$ cat config.mk
export PLATFORM = sky130hd
export DESIGN_NAME = extent_read_burst_splitter_core
export DESIGN_NICKNAME = d
export VERILOG_FILES = /design/src/rtl/erbs_pkg.sv /design/src/rtl/erbs_ctrl.sv /design/src/rtl/extent_read_burst_splitter_core.sv
export VERILOG_INCLUDE_DIRS = /design/src /design/src/rtl
export SDC_FILE = /design/constraint.sdc
export NUM_CORES = 1
export LEC_CHECK = 0
export BUFFER_PORTS_ARGS = -buffer_cell sky130_fd_sc_hd__buf_2
export CAP_MARGIN = 20
export CORE_MARGIN = 1
export CORE_UTILIZATION = 50
export CTS_CLUSTER_DIAMETER = 100
export DETAILED_ROUTE_END_ITERATION = 10
export GPL_TIMING_DRIVEN = 1
export HOLD_SLACK_MARGIN = 0.02
export PLACE_DENSITY = 0.7
export SYNTH_ARGS = -nofsm -noshare
export SYNTH_HDL_FRONTEND = slang
export SYNTH_SLANG_ARGS = --single-unit
export TNS_END_PERCENT = 5
$ cat constraint.sdc
create_clock -name i_clk -period 13.4 [get_ports i_clk]
set_input_delay 2.68 -clock i_clk [delete_from_list [all_inputs] [get_ports i_clk]]
set_output_delay 2.68 -clock i_clk [all_outputs]
set_load 0.01 [all_outputs]
$ cat src/rtl/extent_read_burst_splitter_core_defines.svh
// ----------------------------------------------------------------------------
// Extent read burst splitter assertion macros
// Shared concurrent assertion forms for the burst splitter RTL.
// ----------------------------------------------------------------------------
`ifndef EXTENT_READ_BURST_SPLITTER_CORE_DEFINES_SVH
`define EXTENT_READ_BURST_SPLITTER_CORE_DEFINES_SVH

// Same-cycle implication, disabled while reset is held.
`define ERBS_ASSERT(label, clk, rst_n, ante, cons) \
    label: assert property (@(posedge clk) disable iff (!rst_n) (ante) |-> (cons)) \
        else $error("burst splitter assertion failed");

// Next-cycle implication, disabled while reset is held.
`define ERBS_ASSERT_NEXT(label, clk, rst_n, ante, cons) \
    label: assert property (@(posedge clk) disable iff (!rst_n) (ante) |=> (cons)) \
        else $error("burst splitter assertion failed");

`endif

$ cat src/rtl/erbs_pkg.sv
`timescale 1ns / 1ps
// ----------------------------------------------------------------------------
// Extent read burst splitter package
// Constants, word types and codes shared by the burst splitter modules.
// ----------------------------------------------------------------------------
package erbs_pkg;

    localparam int ADDR_BITS       = 48;
    localparam int BATCH_BEATS     = 8;
    localparam int BEAT_BYTES_LOG2 = 3;
    localparam int PAGE_SHIFT      = 12;
    localparam int LEN_HIGH_SHIFT  = 32;

    localparam int INFO_W     = 32;
    localparam int DATA_W     = 64;
    localparam int REQ_BEATS_W = 4;
    localparam int BEAT_LEN_W = 4;
    localparam int CNT_W      = 32;
    localparam int LEN_W      = ADDR_BITS + 1;
    localparam int BEAT_BYTES = 1 << BEAT_BYTES_LOG2;
    localparam int BATCH_BYTES = BATCH_BEATS << BEAT_BYTES_LOG2;
    localparam int NUM_W      = $clog2(BATCH_BEATS + 1);

    typedef enum logic [1:0] {
        KIND_INFO  = 2'd0,
        KIND_SLOT  = 2'd1,
        KIND_RESP  = 2'd2,
        KIND_RESET = 2'd3
    } t_in_kind;

    typedef enum logic [1:0] {
        OUT_REQ    = 2'd0,
        OUT_BEAT   = 2'd1,
        OUT_REJECT = 2'd2
    } t_out_kind;

    typedef struct packed {
        t_in_kind            kind;
        logic [INFO_W-1:0]   info_word;
        logic [DATA_W-1:0]   resp_data;
    } t_in_item;

    typedef struct packed {
        t_out_kind              out_kind;
        logic [ADDR_BITS-1:0]   req_addr;
        logic [REQ_BEATS_W-1:0] req_beats;
        logic [DATA_W-1:0]      beat_data;
        logic                   beat_last;
        logic [BEAT_LEN_W-1:0]  beat_len;
    } t_out_item;

    typedef struct packed {
        logic      valid;
        t_out_item item;
    } t_step_res;

endpackage

$ cat src/rtl/erbs_ctrl.sv
`timescale 1ns / 1ps
// ----------------------------------------------------------------------------
// Extent read burst splitter control
// Holds the extent state and turns one registered word into at most one
// result word in a single pass.
// ----------------------------------------------------------------------------
module erbs_ctrl (
    input  logic               i_clk,
    input  logic               i_rst_n,
    input  logic               i_fire,
    input  erbs_pkg::t_in_item i_item,
    output erbs_pkg::t_step_res o_res
);
    import erbs_pkg::*;

    logic                 r_active,        n_active;
    logic [1:0]           r_info_count,    n_info_count;
    logic [ADDR_BITS-1:0] r_next_addr,     n_next_addr;
    logic [LEN_W-1:0]     r_total_len,     n_total_len;
    logic [LEN_W-1:0]     r_bytes_left,    n_bytes_left;
    logic [CNT_W-1:0]     r_beats_issued,  n_beats_issued;
    logic [CNT_W-1:0]     r_beats_recv,    n_beats_recv;
    logic                 r_issuing_done,  n_issuing_done;

    logic [NUM_W-1:0]     v_num;
    logic [LEN_W-1:0]     v_round;
    logic [LEN_W-1:0]     v_rem;
    logic [ADDR_BITS-1:0] v_page;
    t_step_res            v_res;

    always_comb begin
        n_active       = r_active;
        n_info_count   = r_info_count;
        n_next_addr    = r_next_addr;
        n_total_len    = r_total_len;
        n_bytes_left   = r_bytes_left;
        n_beats_issued = r_beats_issued;
        n_beats_recv   = r_beats_recv;
        n_issuing_done = r_issuing_done;
        v_res          = '0;
        v_num          = '0;
        v_round        = r_bytes_left + LEN_W'(BEAT_BYTES - 1);
        v_rem          = r_total_len & LEN_W'(BEAT_BYTES - 1);
        v_page         = {{(ADDR_BITS - INFO_W){1'b0}}, i_item.info_word} << PAGE_SHIFT;

        case (i_item.kind)
            KIND_INFO: begin
                if (r_active) begin
                    v_res.valid         = 1'b1;
                    v_res.item.out_kind = OUT_REJECT;
                end else begin
                    n_info_count = r_info_count + 2'd1;
                    case (n_info_count)
                        2'd1: begin
                            n_next_addr = v_page;
                        end
                        2'd2: begin
                            n_total_len = {{(LEN_W - INFO_W){1'b0}}, i_item.info_word};
                        end
                        2'd3: begin
                            // Third word completes the length and starts the extent.
                            n_total_len    = {r_total_len[LEN_W-LEN_HIGH_SHIFT-1:0],
                                              i_item.info_word};
                            n_bytes_left   = {r_total_len[LEN_W-LEN_HIGH_SHIFT-1:0],
                                              i_item.info_word};
                            n_active       = 1'b1;
                            n_issuing_done = 1'b0;
                            n_beats_issued = '0;
                            n_beats_recv   = '0;
                            n_info_count   = 2'd0;
                        end
                        default: begin
                            n_info_count = 2'd0;
                        end
                    endcase
                end
            end
            KIND_SLOT: begin
                if (r_active && (r_bytes_left != '0)) begin
                    if (r_bytes_left > LEN_W'(BATCH_BYTES)) begin
                        v_num        = NUM_W'(BATCH_BEATS);
                        n_bytes_left = r_bytes_left - LEN_W'(BATCH_BYTES);
                    end else begin
                        // Final request: round the remainder up to whole beats.
                        v_num          = NUM_W'(v_round >> BEAT_BYTES_LOG2);
                        n_bytes_left   = '0;
                        n_issuing_done = 1'b1;
                    end
                    v_res.valid          = 1'b1;
                    v_res.item.out_kind  = OUT_REQ;
                    v_res.item.req_addr  = r_next_addr;
                    v_res.item.req_beats = REQ_BEATS_W'(v_num);
                    n_next_addr    = r_next_addr + (ADDR_BITS'(v_num) << BEAT_BYTES_LOG2);
                    n_beats_issued = r_beats_issued + CNT_W'(v_num);
                end
            end
            KIND_RESP: begin
                if (r_active) begin
                    n_beats_recv         = r_beats_recv + CNT_W'(1);
                    v_res.valid          = 1'b1;
                    v_res.item.out_kind  = OUT_BEAT;
                    v_res.item.beat_data = i_item.resp_data;
                    v_res.item.beat_len  = BEAT_LEN_W'(BEAT_BYTES);
                    if ((r_beats_issued == n_beats_recv) && r_issuing_done) begin
                        v_res.item.beat_last = 1'b1;
                        if (v_rem != '0) begin
                            v_res.item.beat_len = BEAT_LEN_W'(v_rem);
                        end
                        n_active = 1'b0;
                    end
                end
            end
            KIND_RESET: begin
                n_active       = 1'b0;
                n_info_count   = 2'd0;
                n_next_addr    = '0;
                n_total_len    = '0;
                n_bytes_left   = '0;
                n_beats_issued = '0;
                n_beats_recv   = '0;
                n_issuing_done = 1'b0;
            end
            default: begin
                v_res = '0;
            end
        endcase
    end

    assign o_res = v_res;

    always_ff @(posedge i_clk) begin
        if (!i_rst_n) begin
            r_active       <= 1'b0;
            r_info_count   <= 2'd0;
            r_next_addr    <= '0;
            r_total_len    <= '0;
            r_bytes_left   <= '0;
            r_beats_issued <= '0;
            r_beats_recv   <= '0;
            r_issuing_done <= 1'b0;
        end else if (i_fire) begin
            r_active       <= n_active;
            r_info_count   <= n_info_count;
            r_next_addr    <= n_next_addr;
            r_total_len    <= n_total_len;
            r_bytes_left   <= n_bytes_left;
            r_beats_issued <= n_beats_issued;
            r_beats_recv   <= n_beats_recv;
            r_issuing_done <= n_issuing_done;
        end
    end

endmodule

$ cat src/rtl/extent_read_burst_splitter_core.sv
`timescale 1ns / 1ps
// Flow: a word accepted sits in the input register, and its result word is
// loaded into the output register by one pass, held while the output stalls.
// Throughput: one word per cycle; the output register stalls the input only
// when it is full and its word is not taken.
// Reset: i_rst_n synchronous, active low, clears the extent state and both
// valid flags; a reset word on the input does the same to the state.
// ----------------------------------------------------------------------------
// Extent read burst splitter core
// Splits an extent into bounded read requests and forwards response beats
// with byte lengths and a last mark.
// ----------------------------------------------------------------------------
`include "extent_read_burst_splitter_core_defines.svh"

module extent_read_burst_splitter_core (
    input  logic                i_clk,
    input  logic                i_rst_n,
    input  logic                i_in_valid,
    output logic                o_in_stall,
    input  erbs_pkg::t_in_item  i_in,
    output logic                o_out_valid,
    input  logic                i_out_stall,
    output erbs_pkg::t_out_item o_out
);
    import erbs_pkg::*;

    logic      r_in_valid;
    t_in_item  r_in;
    logic      r_out_valid;
    t_out_item r_out;
    logic      s1_adv;
    logic      s1_fire;
    t_step_res s1_res;

    // The pass may proceed when the output register is empty or being emptied.
    assign s1_adv     = !r_out_valid || !i_out_stall;
    assign s1_fire    = r_in_valid && s1_adv;
    assign o_in_stall = r_in_valid && !s1_adv;

    erbs_ctrl u_ctrl (
        .i_clk   (i_clk),
        .i_rst_n (i_rst_n),
        .i_fire  (s1_fire),
        .i_item  (r_in),
        .o_res   (s1_res)
    );

    always_ff @(posedge i_clk) begin
        if (!i_rst_n) begin
            r_in_valid  <= 1'b0;
            r_out_valid <= 1'b0;
        end else begin
            if (!o_in_stall) begin
                r_in_valid <= i_in_valid;
            end
            if (s1_adv) begin
                r_out_valid <= s1_fire && s1_res.valid;
            end
        end
    end

    always_ff @(posedge i_clk) begin
        if (!o_in_stall && i_in_valid) begin
            r_in <= i_in;
        end
        if (s1_fire && s1_res.valid) begin
            r_out <= s1_res.item;
        end
    end

    assign o_out_valid = r_out_valid;
    assign o_out       = r_out;

    `ERBS_ASSERT_NEXT(a_in_held, i_clk, i_rst_n, o_in_stall, r_in_valid && $stable(r_in))
    `ERBS_ASSERT(a_beat_len, i_clk, i_rst_n, o_out_valid && (o_out.out_kind == OUT_BEAT), (o_out.beat_len != '0) && (o_out.beat_len <= BEAT_LEN_W'(BEAT_BYTES)))
    `ERBS_ASSERT(a_req_beats, i_clk, i_rst_n, o_out_valid && (o_out.out_kind == OUT_REQ), o_out.req_beats != '0)
    `ERBS_ASSERT(a_stall_src, i_clk, i_rst_n, o_in_stall, r_out_valid && i_out_stall)

endmodule
Word-level counts from Yosys, hierarchy flattened

Index checks and enable logic that the tools add are counted.

Add/subtract/negate cells: 6
Magnitude comparators: 1
Equality and inequality tests: 14
Multiplexer cells: 40
Reductions and logical operators: 28

Operator list:

| operator                                            | count |
|---|---|
| 2-to-1 mux 49 bit                                   | 4 |
| case mux 32 bit (3 select lines)                    | 2 |
| case mux 49 bit (3 select lines)                    | 1 |
| 2-to-1 mux 48 bit                                   | 3 |
| case mux 48 bit (3 select lines)                    | 1 |
| 2-to-1 mux 32 bit                                   | 4 |
| nonzero test 49 bit                                 | 2 |
| case mux 17 bit (2 select lines)                    | 2 |
| 2-to-1 mux 55 bit                                   | 1 |
| > comparator 49 x 7 -> 1 bit, second input constant | 1 |
| subtractor 49 x 7 -> 49 bit, second input constant  | 1 |
| adder 48 x 7 -> 48 bit                              | 1 |
| adder 32 x 1 -> 32 bit, second input constant       | 1 |
| adder 32 x 4 -> 32 bit                              | 1 |
| equality test 32 bit                                | 1 |
| 2-to-1 mux 17 bit                                   | 1 |
| 2-to-1 mux 4 bit                                    | 4 |
| AND reduction 5 bit                                 | 3 |
| case mux 3 bit (3 select lines)                     | 1 |
| equality test 2 bit, second input constant          | 4 |
| 2-to-1 mux 1 bit                                    | 8 |
| inequality test 2 bit, second input constant        | 4 |
| AND reduction 4 bit                                 | 2 |
| adder 7 x 3 -> 7 bit, second input constant         | 1 |
| other kinds (19)                                    | 35 |

Register bits after elaboration: 405
Input port bits: 102
Output and inout bits: 125
Word-level logic and storage cells: 109

Depth between registers and ports, before layout

Depth after elaboration: 7
Mapped depth: 18
Mapped depth without buffers: 16

Cells and area by module

A second synthesis with hierarchy kept.

Cells, all modules: 1881
Area, all modules: 18999.5 µm²

Modules (own cells, without submodules):

| module                          | instances | cells each | area each (µm²) | sequential area each (µm²) |
|---|---|---|---|---|
| erbs_ctrl                       | 1         | 1650       | 12271.8         | 3583.4 |
| extent_read_burst_splitter_core | 1         | 231        | 6727.7          | 6676.4 |

Worst setup path before layout

OpenSTA, ideal clock, no wires.

Kind: input -> register
From: input i_out_stall
To: register r_out, in the netlist o_out[0], enable pin
Setup time: 779 ps
Arrival: 11680 ps
Data required time: 12621 ps
Setup slack: 940 ps
Stages: 3
Path buffers: 0
Cells stage by stage: nand2_1 -> nand2_1 -> a211oi_1

Longest elaborated chain between the ends: 4

Ends and longest elaborated chain:

| item                 | RTL line                              | text |
|---|---|---|
| from (decl)          | extent_read_burst_splitter_core.sv:22 | `input logic i_out_stall,` |
| logical NOT 1 bit    | extent_read_burst_splitter_core.sv:36 | `assign s1_adv = !r_out_valid \|\| !i_out_stall;` |
| logical OR 1 bit     | extent_read_burst_splitter_core.sv:36 |  |
| logical AND 1 bit    | extent_read_burst_splitter_core.sv:37 | `assign s1_fire = r_in_valid && s1_adv;` |
| logical AND 1 bit    | extent_read_burst_splitter_core.sv:66 | `if (s1_fire && s1_res.valid) begin` |
| to (signal assigned) | extent_read_burst_splitter_core.sv:67 | `r_out <= s1_res.item;` |
| to (decl)            | extent_read_burst_splitter_core.sv:30 | `t_out_item r_out;` |

Every way passes these cells.
A chain may end at the register's enable or synchronous reset.

Final worst setup path

From: input i_out_stall
To: output o_in_stall

Longest elaborated chain between the ends: 4

Ends and longest elaborated chain:

| item              | RTL line                              | text |
|---|---|---|
| logical NOT 1 bit | extent_read_burst_splitter_core.sv:36 |  |
| logical OR 1 bit  | extent_read_burst_splitter_core.sv:36 |  |
| logical NOT 1 bit | extent_read_burst_splitter_core.sv:38 | `assign o_in_stall = r_in_valid && !s1_adv;` |
| logical AND 1 bit | extent_read_burst_splitter_core.sv:38 |  |
| to (decl)         | extent_read_burst_splitter_core.sv:19 | `output logic o_in_stall,` |

Every way passes these cells.

==> metrics.txt <==
status=finished, final reports clean; Post-Synthesis Cells=1856; number of diodes=0; post_cts resized=0; Root Buffer=clkbuf_16; final hold slack=0.451 ns; top-count cell post-synth=edfxtp_1; number of CTS-inserted buffers=44; Yosys cell types=84; CP startpoint kind=primary input; H-tree levels=2; vias per inst=6.09; antenna-violating nets left=0; Critical Path Max Stage Delay=0.24 ns; Nets=2137; Routed WL=49400 µm; Slew Viols, Final=0; largest net degree at the start of global routing=89; area grow syn2layout=15.1%; Post-synth top cells=edfxtp_1, dfxtp_1, nor2_1, a21oi_1, and3_1; CTS tree=built; dominant cells by area after synthesis=edfxtp_1, dfxtp_1, and3_1; Hold Buf Count CTS=0; Hold Fails Final Rpt=0; GRT Util Overall=0.257; cell area after synthesis=0.0186 mm²; worst min-delay path class=reg -> reg; Clock Pin Slew Worst Setup and Hold Paths=0.06 ns; Starting Density=0.508; Clock Skews=0.0214 ns; crit path cell chain=buf_2 > and3_1 > buf_2; Rel. slew slack=0.302; first-pass GRT wire length=77800 µm; peak fanout along the critical path=3; Required @ worst endpoint=10.72 ns; #FFs+latches synth=399; ys async rst share=0; post-route setup TNS=0 ns; Final GP Congestion=0.912; Max-Cap Viols=0; fraction of layout cells with a size suffix above 1=0.169; leading area contributor after synthesis=edfxtp_1; Initial DRC Count=1426; total die area=0.0380 mm²; Worst path slowest cell=and3_1; RSZ-0062 raised after global routing=no; most used cell, CP=buf_2; Syn Area/Cell=10.0 µm²; Core Area=0.0366 mm²; Finished Cell Area=0.0214 mm²; Remaining DRCs=0; count of input and output buffers=223; post-CTS setup buffers=0; Ports=227; gr ovfl total=0; DR WL/cell=19.6 µm; fmax=171 MHz; Worst-Margin Slew=1.05 ns; top cell type's share of synthesized area=0.352; Vias=15300; chip height=195 µm; post-DP HPWL=32700 µm; post-route setup slack=7.55 ns; CP Capture Type=primary output; clock sinks=399; Seq/Total Area, Yosys=0.547; Final setup viols=0; WP data arrival=3.17 ns; Final min period=5.85 ns; Max VDD drop=0.0797 mV; Post-synth EDFFs=218; Pwr Total=2.83 mW; # fillers=3178; fin crit share=0.437; worst skew pair latency=0.58 ns; initial antenna violation count=0; Max clock buf depth=3; Post-DP Area=0.0200 mm²; prevailing post-synth register cell=edfxtp_1; Power Density=132 mW/mm²; Pre-antenna DRT Iters=8; Warnings, synthesis=0; number of global-route vias before repair=14400; Setup WS pre-CTS=7.55 ns; P_leak=8.49 nW; Setup CP Type=in -> out; Die W=195 µm; Rows=70
## layout make-up
type                       count  area (µm²)  area share
inverter                      33         125     0.00584
clock inverter                19         205     0.00958
sequential                   399       10200       0.475
tap                          468         586      0.0273
timing repair buffer         245        1280      0.0598
clock buffer                  60        1260      0.0590
multi-input combinational   1294        7790       0.364
## worst max-delay path: cells and delay by family
family	cells	cell delay (ns)
and+or+nand+nor	1	0.24
buffers and inverters	2	0.25
## registers in the layout, summed over array words and instances (netlist names)
| name | count |
|---|---|
| u_ctrl.r_bytes_left | 49 |
| u_ctrl.r_beats_recv | 32 |
| u_ctrl.r_info_count | 2 |
| u_ctrl.r_beats_issued | 32 |
| u_ctrl.r_total_len | 17 |
| o_out | 120 |
| r_in | 98 |
| o_out_valid | 1 |
| u_ctrl.r_issuing_done | 1 |
| u_ctrl.r_active | 1 |
| u_ctrl.r_next_addr | 45 |
| r_in_valid | 1 |
## per-stage QoR
step | instances | util
after floorplan | 1858 | -
after global placement | 2439 | 0.545
after detailed placement | 2439 | 0.545
after CTS | 2518 | 0.585
after global routing | 2518 | 0.585
final | 2518 | 0.585
## cells in the final DEF (no fill, tap or decap), types with 24 or more instances in the layout
master     instances
o21ai_0           93
inv_1             32
o21a_1            24
nand4_1           34
nor2_1           143
nand3_1           74
buf_2            223
xnor2_1           41
and3_1           134
edfxtp_1         218
clkbuf_16         46
dfxtp_1          180
nand2_1          131
xor2_1            32
or3_1             26
nor3_1            61
a21oi_1          137
## kinds of logic after synthesis
kind of cell / count (synthesis) / synth area share
simple gates: 739 / 0.210
compound gates: 455 / 0.156
flops: 399 / 0.547
buf+inv: 165 / 0.0369
xor+xnor: 73 / 0.0344
fa+ha+maj: 18 / 0.0129
mux: 6 / 0.00336
other cells: 1 / 0.000202
## routing by layer
layer | up-vias | share of wire | track usage
li1 | 7230 | - | -
met1 | 7335 | 0.44 | 0.356
met2 | 659 | 0.45 | 0.402
met3 | 106 | 0.084 | 0.0528
met4 | 0 | 0.027 | 0.0831
met5 | - | 0 | 0
## worst paths after layout
| path | startpoint | to | slack (ns) | cells past startpoint |
|---|---|---|---|---|
| max | i_out_stall | o_in_stall | 7.55 | 3 |
| min | u_ctrl.r_total_len[16] | u_ctrl.r_total_len[16] | 0.45 | 2 |
| max reg2reg | u_ctrl.r_bytes_left[23] | u_ctrl.r_beats_issued[31] | 8.30 | 16 |
| min reg2reg | u_ctrl.r_total_len[16] | u_ctrl.r_total_len[16] | 0.45 | 2 |
## report_power, final
part           leakage [nW]  switching, mW  internal, mW
clock                 0.727          0.489         0.736
sequential             3.81         0.0288          1.32
combinational          3.95          0.171        0.0849
total                  8.49          0.689          2.14
Power figures use the tool's default switching activity.
